### src/hdl/bmg_pkg.sv
// bmg_pkg: shared widths, types and divider constants of the box mean gray filter
// no dependencies
`default_nettype none

package bmg_pkg;

  localparam int COLOR_BITS   = 8;
  localparam int WINDOW_SIZE  = 5;
  localparam int WINDOW_COUNT = 25;
  localparam int PIXEL_BITS   = 3 * COLOR_BITS;

  // one column of WINDOW_SIZE pixels, one window of WINDOW_COUNT pixels
  localparam int COL_W = $clog2(WINDOW_SIZE * ((1 << COLOR_BITS) - 1) + 1);
  localparam int SUM_W = $clog2(WINDOW_COUNT * ((1 << COLOR_BITS) - 1) + 1);

  // floor(s / WINDOW_COUNT) as (s * DIV_K) >> DIV_SH, exact for s < 2**SUM_W
  localparam int DIV_SH = SUM_W + 5;
  localparam int DIV_K  = (1 << DIV_SH) / WINDOW_COUNT + 1;
  localparam int DIV_KW = $clog2(DIV_K + 1);

  // floor(x / 3) as (x * DIV3_K) >> DIV3_SH, exact for x < 3 * 2**COLOR_BITS
  localparam int MSUM_W  = COLOR_BITS + 2;
  localparam int DIV3_SH = MSUM_W + 2;
  localparam int DIV3_K  = (1 << DIV3_SH) / 3 + 1;
  localparam int DIV3_KW = $clog2(DIV3_K + 1);

  typedef struct packed {
    logic [COL_W-1:0] r;
    logic [COL_W-1:0] g;
    logic [COL_W-1:0] b;
  } col_sums_t;

  typedef struct packed {
    logic [SUM_W-1:0] r;
    logic [SUM_W-1:0] g;
    logic [SUM_W-1:0] b;
  } win_sums_t;

endpackage

`default_nettype wire

### src/hdl/box_mean_grayscale_filter.sv
// box_mean_grayscale_filter: 5x5 box mean over RGB888 columns, then grayscale
// top level; depends on bmg_pkg, bmg_cell and bmg_gray
//
// usage:
//   input channel in_valid / in_stall carries one column of five stacked RGB888
//   pixels (in_row0_pixel is the current line, in_row4_pixel four lines above).
//   result channel out_valid / out_stall carries the filtered intensity as
//   out_gray_level and replicated into all three bytes of out_gray_pixel.
//   an item is taken on a rising edge with valid high and stall low.
// throughput: one column per cycle while no result waits under out_stall; the
//   three pipeline stages advance together, the column cells on each accept.
// a column is added to the window as it is accepted; four cells hold the
//   channel sums of the four previous columns and pass them along on accept.
// reset: synchronous, active low; in_stall is high while reset is held, the
//   column cells clear to zero so the first four results average in black
//   columns; the pipeline empties.
// stall: while a result waits under out_stall the whole pipeline holds and
//   in_stall is raised.
// line and frame edges are not treated specially.
`default_nettype none

module box_mean_grayscale_filter (
  input  wire logic        clk,
  input  wire logic        rst_n,
  input  wire logic        in_valid,
  output logic             in_stall,
  input  wire logic [23:0] in_row0_pixel,
  input  wire logic [23:0] in_row1_pixel,
  input  wire logic [23:0] in_row2_pixel,
  input  wire logic [23:0] in_row3_pixel,
  input  wire logic [23:0] in_row4_pixel,
  output logic             out_valid,
  input  wire logic        out_stall,
  output logic [23:0]      out_gray_pixel,
  output logic [7:0]       out_gray_level
);

  localparam int CB    = bmg_pkg::COLOR_BITS;
  localparam int NCELL = bmg_pkg::WINDOW_SIZE - 1;

  logic [23:0] rows [bmg_pkg::WINDOW_SIZE];
  bmg_pkg::col_sums_t col_new;
  bmg_pkg::col_sums_t cell_q [NCELL];
  bmg_pkg::col_sums_t cell_d [NCELL];
  bmg_pkg::win_sums_t sums_r, sums_nxt;
  logic v1_r, v2_r, out_valid_r;
  logic adv, accept;
  logic [CB-1:0] inten;

  assign rows[0] = in_row0_pixel;
  assign rows[1] = in_row1_pixel;
  assign rows[2] = in_row2_pixel;
  assign rows[3] = in_row3_pixel;
  assign rows[4] = in_row4_pixel;

  assign adv      = !out_valid_r || !out_stall;
  assign in_stall = !adv || !rst_n;
  assign accept   = in_valid && !in_stall;

  // channel sums of the new column
  always_comb begin
    col_new = '0;
    for (int k = 0; k < bmg_pkg::WINDOW_SIZE; k++) begin
      col_new.r = col_new.r + bmg_pkg::COL_W'(rows[k][3*CB-1:2*CB]);
      col_new.g = col_new.g + bmg_pkg::COL_W'(rows[k][2*CB-1:CB]);
      col_new.b = col_new.b + bmg_pkg::COL_W'(rows[k][CB-1:0]);
    end
  end

  // cell 0 holds the newest earlier column, the last cell the oldest
  for (genvar c = 0; c < NCELL; c++) begin : g_cells
    if (c == 0) begin : g_head
      assign cell_d[c] = col_new;
    end else begin : g_link
      assign cell_d[c] = cell_q[c-1];
    end
    bmg_cell u_cell (
      .clk      (clk),
      .rst_n    (rst_n),
      .shift_en (accept),
      .col_in   (cell_d[c]),
      .col_out  (cell_q[c])
    );
  end

  always_comb begin
    sums_nxt.r = bmg_pkg::SUM_W'(col_new.r);
    sums_nxt.g = bmg_pkg::SUM_W'(col_new.g);
    sums_nxt.b = bmg_pkg::SUM_W'(col_new.b);
    for (int c = 0; c < NCELL; c++) begin
      sums_nxt.r = sums_nxt.r + bmg_pkg::SUM_W'(cell_q[c].r);
      sums_nxt.g = sums_nxt.g + bmg_pkg::SUM_W'(cell_q[c].g);
      sums_nxt.b = sums_nxt.b + bmg_pkg::SUM_W'(cell_q[c].b);
    end
  end

  always_ff @(posedge clk) begin
    if (adv) begin
      sums_r <= sums_nxt;
    end
  end

  always_ff @(posedge clk) begin
    if (!rst_n) begin
      v1_r        <= 1'b0;
      v2_r        <= 1'b0;
      out_valid_r <= 1'b0;
    end else if (adv) begin
      v1_r        <= in_valid;
      v2_r        <= v1_r;
      out_valid_r <= v2_r;
    end
  end

  bmg_gray u_gray (
    .clk   (clk),
    .adv   (adv),
    .sums  (sums_r),
    .inten (inten)
  );

  assign out_valid      = out_valid_r;
  assign out_gray_level = 8'(inten);
  assign out_gray_pixel = {out_gray_level, out_gray_level, out_gray_level};

  // an accepted column is in the first stage on the next edge
  a_accept_fill: assert property (@(posedge clk) disable iff (!rst_n)
    accept |=> v1_r)
    else $error("accepted column did not enter the pipeline");

  // items move from the middle stage to the output when the pipe advances
  a_stage_move: assert property (@(posedge clk) disable iff (!rst_n)
    (v2_r && adv) |=> out_valid_r)
    else $error("item lost between stages");

  // a waiting result keeps its stage contents frozen
  a_hold: assert property (@(posedge clk) disable iff (!rst_n)
    (out_valid_r && out_stall) |=> ($stable(v1_r) && $stable(v2_r) && out_valid_r))
    else $error("pipeline moved under a stalled result");

  // no column is taken while the output is blocked
  a_no_take: assert property (@(posedge clk) disable iff (!rst_n)
    (out_valid_r && out_stall) |-> !accept)
    else $error("column accepted while result stalled");

endmodule

`default_nettype wire

### src/hdl/bmg_cell.sv
// bmg_cell: one window column cell, holds the channel sums of one earlier column
// depends on bmg_pkg
`default_nettype none

module bmg_cell (
  input  wire logic               clk,
  input  wire logic               rst_n,
  input  wire logic               shift_en,
  input  wire bmg_pkg::col_sums_t col_in,
  output bmg_pkg::col_sums_t      col_out
);

  bmg_pkg::col_sums_t col_r;

  // cleared at reset so the first windows average in black columns
  always_ff @(posedge clk) begin
    if (!rst_n) begin
      col_r <= '0;
    end else if (shift_en) begin
      col_r <= col_in;
    end
  end

  assign col_out = col_r;

endmodule

`default_nettype wire

### src/hdl/bmg_gray.sv
// bmg_gray: two pipeline stages from window sums to channel means to intensity
// depends on bmg_pkg
`default_nettype none

module bmg_gray (
  input  wire logic               clk,
  input  wire logic               adv,
  input  wire bmg_pkg::win_sums_t sums,
  output logic [bmg_pkg::COLOR_BITS-1:0] inten
);

  localparam int PW  = bmg_pkg::SUM_W + bmg_pkg::DIV_KW;
  localparam int P3W = bmg_pkg::MSUM_W + bmg_pkg::DIV3_KW;

  localparam logic [bmg_pkg::DIV_KW-1:0]  KDIV  = bmg_pkg::DIV_KW'(bmg_pkg::DIV_K);
  localparam logic [bmg_pkg::DIV3_KW-1:0] KDIV3 = bmg_pkg::DIV3_KW'(bmg_pkg::DIV3_K);

  logic [PW-1:0] prod_r, prod_g, prod_b;
  logic [bmg_pkg::COLOR_BITS-1:0] mean_r_r, mean_g_r, mean_b_r;
  logic [bmg_pkg::COLOR_BITS-1:0] mean_r_nxt, mean_g_nxt, mean_b_nxt;
  logic [bmg_pkg::MSUM_W-1:0] msum;
  logic [P3W-1:0] prod3;
  logic [bmg_pkg::COLOR_BITS-1:0] inten_r, inten_nxt;

  // divide by the window count through a reciprocal
  always_comb begin
    prod_r = PW'(sums.r) * PW'(KDIV);
    prod_g = PW'(sums.g) * PW'(KDIV);
    prod_b = PW'(sums.b) * PW'(KDIV);
    mean_r_nxt = bmg_pkg::COLOR_BITS'(prod_r >> bmg_pkg::DIV_SH);
    mean_g_nxt = bmg_pkg::COLOR_BITS'(prod_g >> bmg_pkg::DIV_SH);
    mean_b_nxt = bmg_pkg::COLOR_BITS'(prod_b >> bmg_pkg::DIV_SH);
  end

  // mean of the three channel means
  always_comb begin
    msum = bmg_pkg::MSUM_W'(mean_r_r) + bmg_pkg::MSUM_W'(mean_g_r)
         + bmg_pkg::MSUM_W'(mean_b_r);
    prod3 = P3W'(msum) * P3W'(KDIV3);
    inten_nxt = bmg_pkg::COLOR_BITS'(prod3 >> bmg_pkg::DIV3_SH);
  end

  always_ff @(posedge clk) begin
    if (adv) begin
      mean_r_r <= mean_r_nxt;
      mean_g_r <= mean_g_nxt;
      mean_b_r <= mean_b_nxt;
      inten_r  <= inten_nxt;
    end
  end

  assign inten = inten_r;

endmodule

`default_nettype wire
### config.mk
export PLATFORM = sky130hd
export DESIGN_NAME = box_mean_grayscale_filter
export DESIGN_NICKNAME = d
export VERILOG_FILES = /design/src/hdl/bmg_pkg.sv /design/src/hdl/box_mean_grayscale_filter.sv /design/src/hdl/bmg_cell.sv /design/src/hdl/bmg_gray.sv
export SDC_FILE = /design/constraint.sdc
export NUM_CORES = 1
export LEC_CHECK = 0
export ABC_AREA = 1
export BUFFER_PORTS_ARGS = -buffer_cell sky130_fd_sc_hd__buf_2
export CAP_MARGIN = 20
export CORE_ASPECT_RATIO = 2
export CORE_MARGIN = 10
export CORE_UTILIZATION = 55
export DETAILED_ROUTE_END_ITERATION = 10
export PLACE_DENSITY = 0.73
export SETUP_SLACK_MARGIN = 0.02
export SYNTH_ARGS = -nofsm -noshare
export SYNTH_HDL_FRONTEND = slang
export SYNTH_SLANG_ARGS = --single-unit
### constraint.sdc
create_clock -name clk -period 7.25 [get_ports clk]
set_input_delay 0.3625 -clock clk [delete_from_list [all_inputs] [get_ports clk]]
set_output_delay 0.3625 -clock clk [all_outputs]
set_load 0.02 [all_outputs]
======== Word level (Yosys, flattened, before mapping) ========
Index checks and enable logic that the tools add are counted.
word-level totals
  flip-flop bits (word level) ............. 206
  latch bits .............................. 0
  RAM bits ................................ 0
  memory bits (read-only) ................. 0
  bits of input ports ..................... 124
  word-level logic and storage cells ...... 60
  memories ................................ 0
cells by class
  $add $sub $neg .......................... 26
  multipliers ............................. 4
  divide/modulo/power cells ............... 0
  magnitude comparators ................... 0
  equality and inequality tests ........... 0
  shift-type cells ........................ 0
  multiplexer cells ....................... 0
  bitwise gates (word level) .............. 0
  reductions and logical operators ........ 8
operators by type and width
  cell                                                  number
  adder 13 x 11 -> 13 bit                               6
  multiplier 13 x 13 -> 25 bit (second input constant)  3
  adder 12 x 11 -> 13 bit                               3
  adder 11 x 11 -> 12 bit                               3
  adder 8 x 8 -> 9 bit                                  4
  adder 10 x 8 -> 11 bit                                3
  adder 11 x 8 -> 11 bit                                3
  adder 9 x 8 -> 10 bit                                 3
  multiplier 10 x 10 -> 19 bit (second input constant)  1
  adder 10 x 8 -> 10 bit                                1
  zero test 1 bit                                       5
  logical OR 1 bit                                      2
  logical AND 1 bit                                     1

======== Longest topological paths before layout ========
Gate-level depths: netlist (run 1).
  depth in word-level cells ............... 8
  depth in mapped cells ................... 36
  gate-level depth less buffers ........... 36

======== By module ========
Synthesis (run 1) repeated with hierarchy kept, for this count alone.
second synthesis, totals
  cells, all modules ...................... 3546
  area total of the unflattened synthesis .. 28053.2 sq um
by module, submodules not included
  module                     instances  cells each  area each (sq um)  seq. area each (sq um)
  bmg_gray                   1          1695        13998.4            960.9
  box_mean_grayscale_filter  1          1015        8664.6             1231.2
  bmg_cell                   4          209         1347.5             660.6

======== Least setup slack after synthesis (run 1) ========
Ideal clock, no wire load.
  path kind ............................... register to register
  from .................................... reg u_gray.mean_g_r[0] (netlist bit)
  to ...................................... reg u_gray.inten_r (netlist bit u_gray.inten[0]) (data pin)
  library setup time ...................... 259 ps
  arrival time ............................ 5667 ps
  slack ................................... 1324 ps
  stages on the path, launching flop included .. 29
  period minus slack after synthesis ...... 5926 ps
  cell sequence ........................... edfxtp_1 -> ha_1 -> fa_1 -> nand2_1 -> nand2_1 -> o21ai_0 -> o21ai_0 -> xor2_1 -> ha_1 -> nand2_1 -> inv_1 -> a21oi_1 -> nand2_1 -> or2_2 -> and2_1 -> ha_1 -> ha_1 -> inv_1 -> fa_1 -> inv_1 -> fa_1 -> fa_1 -> ha_1 -> a21oi_1 -> a21boi_0 -> nand2_1 -> nand2_1 -> nand2_1 -> xor2_1
on the way
  longest elaborated chain between the ends .. 3
RTL lines
  element                       RTL line        RTL
  start: declaration            bmg_gray.sv:19  logic [bmg_pkg::COLOR_BITS-1:0] mean_r_r, mean_g_r, mean_b_r;
  start signal: assignment      bmg_gray.sv:46  mean_g_r <= mean_g_nxt;
  adder 8 x 8 -> 9 bit          bmg_gray.sv:37  msum = bmg_pkg::MSUM_W'(mean_r_r) + bmg_pkg::MSUM_W'(mean_g_r)
  adder 10 x 8 -> 10 bit        bmg_gray.sv:38  + bmg_pkg::MSUM_W'(mean_b_r);
  multiplier 10 x 10 -> 19 bit  bmg_gray.sv:39  prod3 = P3W'(msum) * P3W'(KDIV3);
  via u_gray.prod3[12]          bmg_gray.sv:22  logic [P3W-1:0] prod3;
  end signal: assignment        bmg_gray.sv:48  inten_r <= inten_nxt;
  end: declaration              bmg_gray.sv:23  logic [bmg_pkg::COLOR_BITS-1:0] inten_r, inten_nxt;
The timed path passes the listed nets, and every way through them passes these cells.
A chain may end at the register's enable or synchronous reset.

======== Worst setup path in the final report (run 1) ========
  from .................................... reg u_gray.mean_g_r[0] (netlist bit)
  to ...................................... reg u_gray.inten_r (netlist bit u_gray.inten[7]) (data pin)
Same word-level chain as after synthesis.

==> metrics.csv, run 1 <==
metric;value;unit
min-delay-path-class;primary input to flip-flop;
postCtsSetupBuffers;0;
hold_viol;0;
dpl.hpwl;50700;µm
synthToLayoutAreaGrowth;7.09;%
vias;19900;
final_common_cell;inv_1;
status;completed;
core_area;48400;µm²
rsz0062_at_grt;false;
chipWidth;176;µm
drt-pass1-iter-count;5;
min_period;6370;ps
timing.fmax;157;MHz
cts_buffers;21;
drt_iter0_drc;766;
synth_cells;3063;
overflow;0;
grt_pass1_vias;22700;
ys_seq_elements;206;
grt_max_degree;78;
setup-violations-final;0;
drc;0;
ant_nets;0;
cts_tree;done;
cts_sinks;206;
drive_gt1_share;8.23;%
ctsHoldBuffers;0;
clock_path_buffers;3;
nNetsFinal;4093;
diodes;0;
crit_path_start_kind;flip-flop;
synth_seq_area_share;18.0;%
cts_htree_levels;1;
yosys_warnings;0;
grt_pass1_wl;100000;µm
grtUsageTotal;20.5;%
finalWeightedCongestion;0.922;
cts.repair.resized;0;
clock_latency;540;ps
synth_fp_nets;3962;
arrival;6670;ps
die_h;333;µm
maxCapViolations;0;
crit_fanout;4;
rows;114;
wl;58400;µm
critPathRequiredTime;7550;ps
ios;158;
viasPerCell;5.18;
clockRootBuffer;clkbuf_16;
io_buffer_count;157;
wire_per_inst;15.2;µm
synth_area_per_cell;8.78;µm²
start_util;55.6;%
syn-cell-area;26900;µm²
worst_slew_pin_slew;1070;ps
die-area;58700;µm²
crit_path_end_kind;flip-flop;
finClkSkew;22.4;ps
path_class;flip-flop to flip-flop;
antenna_found_initial;0;
relSlewSlack;28.4;%
finalCritPeriodShare;87.9;%
fin_tns_setup;0;ps
maxSlewViolCount;0;
path_clk_slew;70;ps
synthDistinctLibCells;41;
layout_common_cells;inv_1, ha_1, nand2_1, fa_1, buf_2;
[path summary, 6_finish.rpt]
path | to | slack (ps) | cells past startpoint | start
hold reg to reg | g_cells[0].u_cell.col_out[18] | 460 | 2 | g_cells[0].u_cell.col_out[18]
setup reg to reg | u_gray.inten[7] | 880 | 26 | u_gray.mean_g_r[0]
setup / recovery | u_gray.inten[7] | 880 | 26 | u_gray.mean_g_r[0]
hold / removal | v1_r | 130 | 3 | rst_n
[flip-flops by register name, summed over array words and instances (netlist names)]
register / cells
g_cells.u_cell.col_out: 132
sums_r: 39
u_gray.inten: 8
u_gray.mean_b_r: 8
u_gray.mean_g_r: 8
u_gray.mean_r_r: 8
out_valid: 1
v1_r: 1
v2_r: 1
[critical path, stage by stage, from the launching register on]
cell      delay [ps]
edfxtp_1         360
ha_1             240
fa_1             420
nand2_1           90
nand2_1           50
o21ai_0          170
o21ai_0          170
xor2_1           160
ha_1             350
nand2_1           80
o21ai_0          160
a21oi_1           80
xnor2_1          480
ha_1             330
ha_1             320
fa_1             460
fa_1             550
fa_1             430
ha_1             320
a21oi_1          240
nand2_1           80
a21oi_1          150
nand2_1          160
nand2_1           90
nand2_1           70
nand3_1           70
nand2_1           60
[per-stage QoR]
step	std cells	setup slack (ps)	cell area, µm²	hold WS [ps]	util [%]
after floorplan	3063	1320	26900	426	-
after global placement	3809	1040	28200	436	58.2
after detailed placement	3809	916	28200	448	58.2
after CTS	3846	922	28800	98.3	59.6
after global routing	3846	429	28800	123	59.6
final	3846	881	28800	126	59.6
[cell usage after synthesis]
cell type | count | area (µm²)
a31oi_1 | 4 | 25.0
o21a_1 | 2 | 15.0
nand4_1 | 29 | 181
o21ai_2 | 1 | 8.76
nand3_1 | 99 | 495
fa_1 | 356 | 7130
a21o_1 | 8 | 60.1
o22ai_2 | 60 | 751
and3_1 | 1 | 6.26
xnor2_1 | 21 | 184
nand2b_1 | 1 | 6.26
o31ai_1 | 2 | 15.0
buf_4 | 25 | 188
or2_2 | 9 | 56.3
nor3_1 | 22 | 110
buf_6 | 7 | 78.8
buf_2 | 13 | 65.1
nor2_8 | 1 | 20.0
o21bai_1 | 16 | 120
nor2_1 | 103 | 387
inv_1 | 901 | 3380
a221oi_1 | 1 | 8.76
nand3b_1 | 5 | 37.5
nand2_2 | 1 | 6.26
ha_1 | 419 | 5240
o2111ai_1 | 4 | 35.0
nor4_1 | 1 | 6.26
a21boi_0 | 4 | 30.0
dfxtp_1 | 135 | 2700
nand3_2 | 1 | 10.0
o211ai_1 | 1 | 7.51
xor2_1 | 48 | 420
edfxtp_1 | 71 | 2130
clkbuf_1 | 5 | 18.8
a21oi_1 | 131 | 656
and2_1 | 8 | 50.1
nand2_1 | 418 | 1570
o22ai_1 | 38 | 238
buf_1 | 1 | 3.75
inv_2 | 2 | 7.51
o21ai_0 | 88 | 440
[logic make-up (layout without fill, tap and decap cells)]
logic type                 Yosys count  after routing  share of synthesized area [%]
AOI/OAI and AO/OA                  360            360                           8.96
DFF                                206            206                           18.0
buffers and inverters              954           1099                           13.9
and+or+nand+nor                    699            699                           10.9
xor gates and xnor gates            69             69                           2.25
adders and majority gates          775            775                           46.0
[per-layer routing]
metal  part of all wire [%]  track usage [%]  wire [µm]  up-vias
met5                      0                0          0        -
met4                    5.6             11.0       3260        0
met3                    3.9             2.83       2290      190
met2                     57             41.4      33200      465
met1                     34             18.7      19600     9541
li1                       -                -          -     9714
[area by class of cell]
class | count | area, µm²
clock buffer | 26 | 576
timing repair buffer | 159 | 801
tap | 638 | 798
sequential | 206 | 4830
clock inverter | 11 | 71.3
inverter | 903 | 3390
fill | 4185 | 19500
multi-input combinational | 1903 | 18300
Power of run 1 is not shown: default switching activity piles up to over one toggle a cycle in this logic, so the estimate is an artifact.
==> inputs of run 2 (changes only) <==
--- a/config.mk
+++ b/config.mk
@@ -10,9 +10,8 @@
 export CAP_MARGIN = 20
 export CORE_ASPECT_RATIO = 2
 export CORE_MARGIN = 10
-export CORE_UTILIZATION = 55
+export CORE_UTILIZATION = 37
 export DETAILED_ROUTE_END_ITERATION = 10
-export PLACE_DENSITY = 0.73
 export SETUP_SLACK_MARGIN = 0.02
 export SYNTH_ARGS = -nofsm -noshare
 export SYNTH_HDL_FRONTEND = slang
==> run 2 against run 1 <==
Net effect:
- critical endpoint is now u_gray.inten[0]
- highest routed layer unchanged
- final cell count up 7.3%
- register-to-register slack better by 110 ps
- global-route usage down 6.3 points
- via count down 1.8%
- setup slack better by 110 ps
- routed wire length up 0.87%
- count of clock-buffer cells in the layout unchanged
- utilization down 19 points
- clock skew down 12 ps
==> metrics.csv, run 2 (synthesis gave the netlist of run 1 again) <==
metric;value;unit
status;completed;
crit_path_max_incr_delay;520;ps
postCtsSetupBuffers;0;
worst_slew_pin_slew;1050;ps
clock_path_buffers;3;
numPlacedInstances;4089;
cts_htree_levels;1;
ios;158;
ctsHoldBuffers;0;
crit_path_start_kind;flip-flop;
finalCritPeriodShare;86.3;%
cp_num_buf_inv;3;
core_area;72000;µm²
drc;0;
path_delay_family;adder cells;
layout_common_cells;inv_1, ha_1, nand2_1, fa_1, buf_2;
drive_gt1_share;8.53;%
overflow;0;
hold_viol;0;
diodes;0;
nNetsFinal;4096;
min_period;6260;ps
cts.repair.resized;0;
io_buffer_count;157;
cts_buffers;22;
start_util;37.4;%
clock_latency;540;ps
dpl.hpwl;51200;µm
die-area;84600;µm²
fin_tns_setup;0;ps
grt_pass1_wl;99200;µm
final_common_cell;inv_1;
rows;139;
clockRootBuffer;clkbuf_16;
synthToLayoutAreaGrowth;9.05;%
drt_iter0_drc;497;
vias;19600;
crit_top_cell;nand2_1;
min-delay-path-class;primary input to flip-flop;
relSlewSlack;30.2;%
wire_per_inst;14.3;µm
path_class;flip-flop to flip-flop;
crit_fanout;4;
crit_path_end_kind;flip-flop;
finalWeightedCongestion;0.935;
viasPerCell;4.74;
maxCapViolations;0;
wl;58900;µm
die_h;401;µm
drt-pass1-iter-count;5;
antenna_found_initial;0;
finClkSkew;10.6;ps
timing.fmax;160;MHz
ant_nets;0;
critPathSlowestCell;fa_1;
grt_max_degree;96;
setup-violations-final;0;
rsz0062_at_grt;false;
grt_pass1_vias;21500;
path_clk_slew;60;ps
fin_cells;4128;
cts_tree;done;
largest_reg_flops;132;
arrival;6550;ps
chipWidth;211;µm
grtUsageTotal;14.2;%
cts_sinks;206;
maxSlewViolCount;0;
critPathRequiredTime;7540;ps
## run 2: per-stage QoR
stage	instance area, µm²	util (%)	setup slack, ps	hold slack (ps)
2_1_floorplan	26900	-	1320	426
3_3_place_gp	28500	39.6	1060	440
3_5_place_dp	28500	39.6	1000	449
4_1_cts	29300	40.7	985	85.9
5_1_grt	29300	40.7	537	142
6_report	29300	40.7	994	112
## run 2: path summary, 6_finish.rpt
check	slack (ps)	depth (start not counted)	to	from
worst min register to register	450	2	out_valid	v2_r
worst min-delay path	110	3	v2_r	out_stall
worst max register to register	990	28	u_gray.inten[0]	u_gray.mean_g_r[0]
worst max-delay path	990	28	u_gray.inten[0]	u_gray.mean_g_r[0]
## run 2: cell type report
type | count | area [µm²]
clock buffer | 26 | 639
clock inverter | 13 | 159
fill | 7404 | 42700
inverter | 903 | 3390
multi-input combinational | 1903 | 18300
sequential | 206 | 4830
tap | 916 | 1150
timing repair buffer | 161 | 828
## run 2: tightest hold or removal path, delay by kind of cell
| kind | cells | cell delay [ps] |
|---|---|---|
| and+or+nand+nor | 1 | 60 |
| AOI/OAI and AO/OA | 1 | 60 |
| buffers and inverters | 1 | 120 |
## run 2: layer usage
metal / routed length (µm) / up-vias / part of all wire, % / track usage, %
met5: 0 / - / 0 / 0
met4: 1960 / 0 / 3.3 / 5.10
met3: 1590 / 104 / 2.7 / 1.62
met2: 35500 / 249 / 60 / 30.6
met1: 19800 / 9469 / 34 / 12.7
li1: - / 9730 / - / -
Power of run 2 is left out for the same reason.
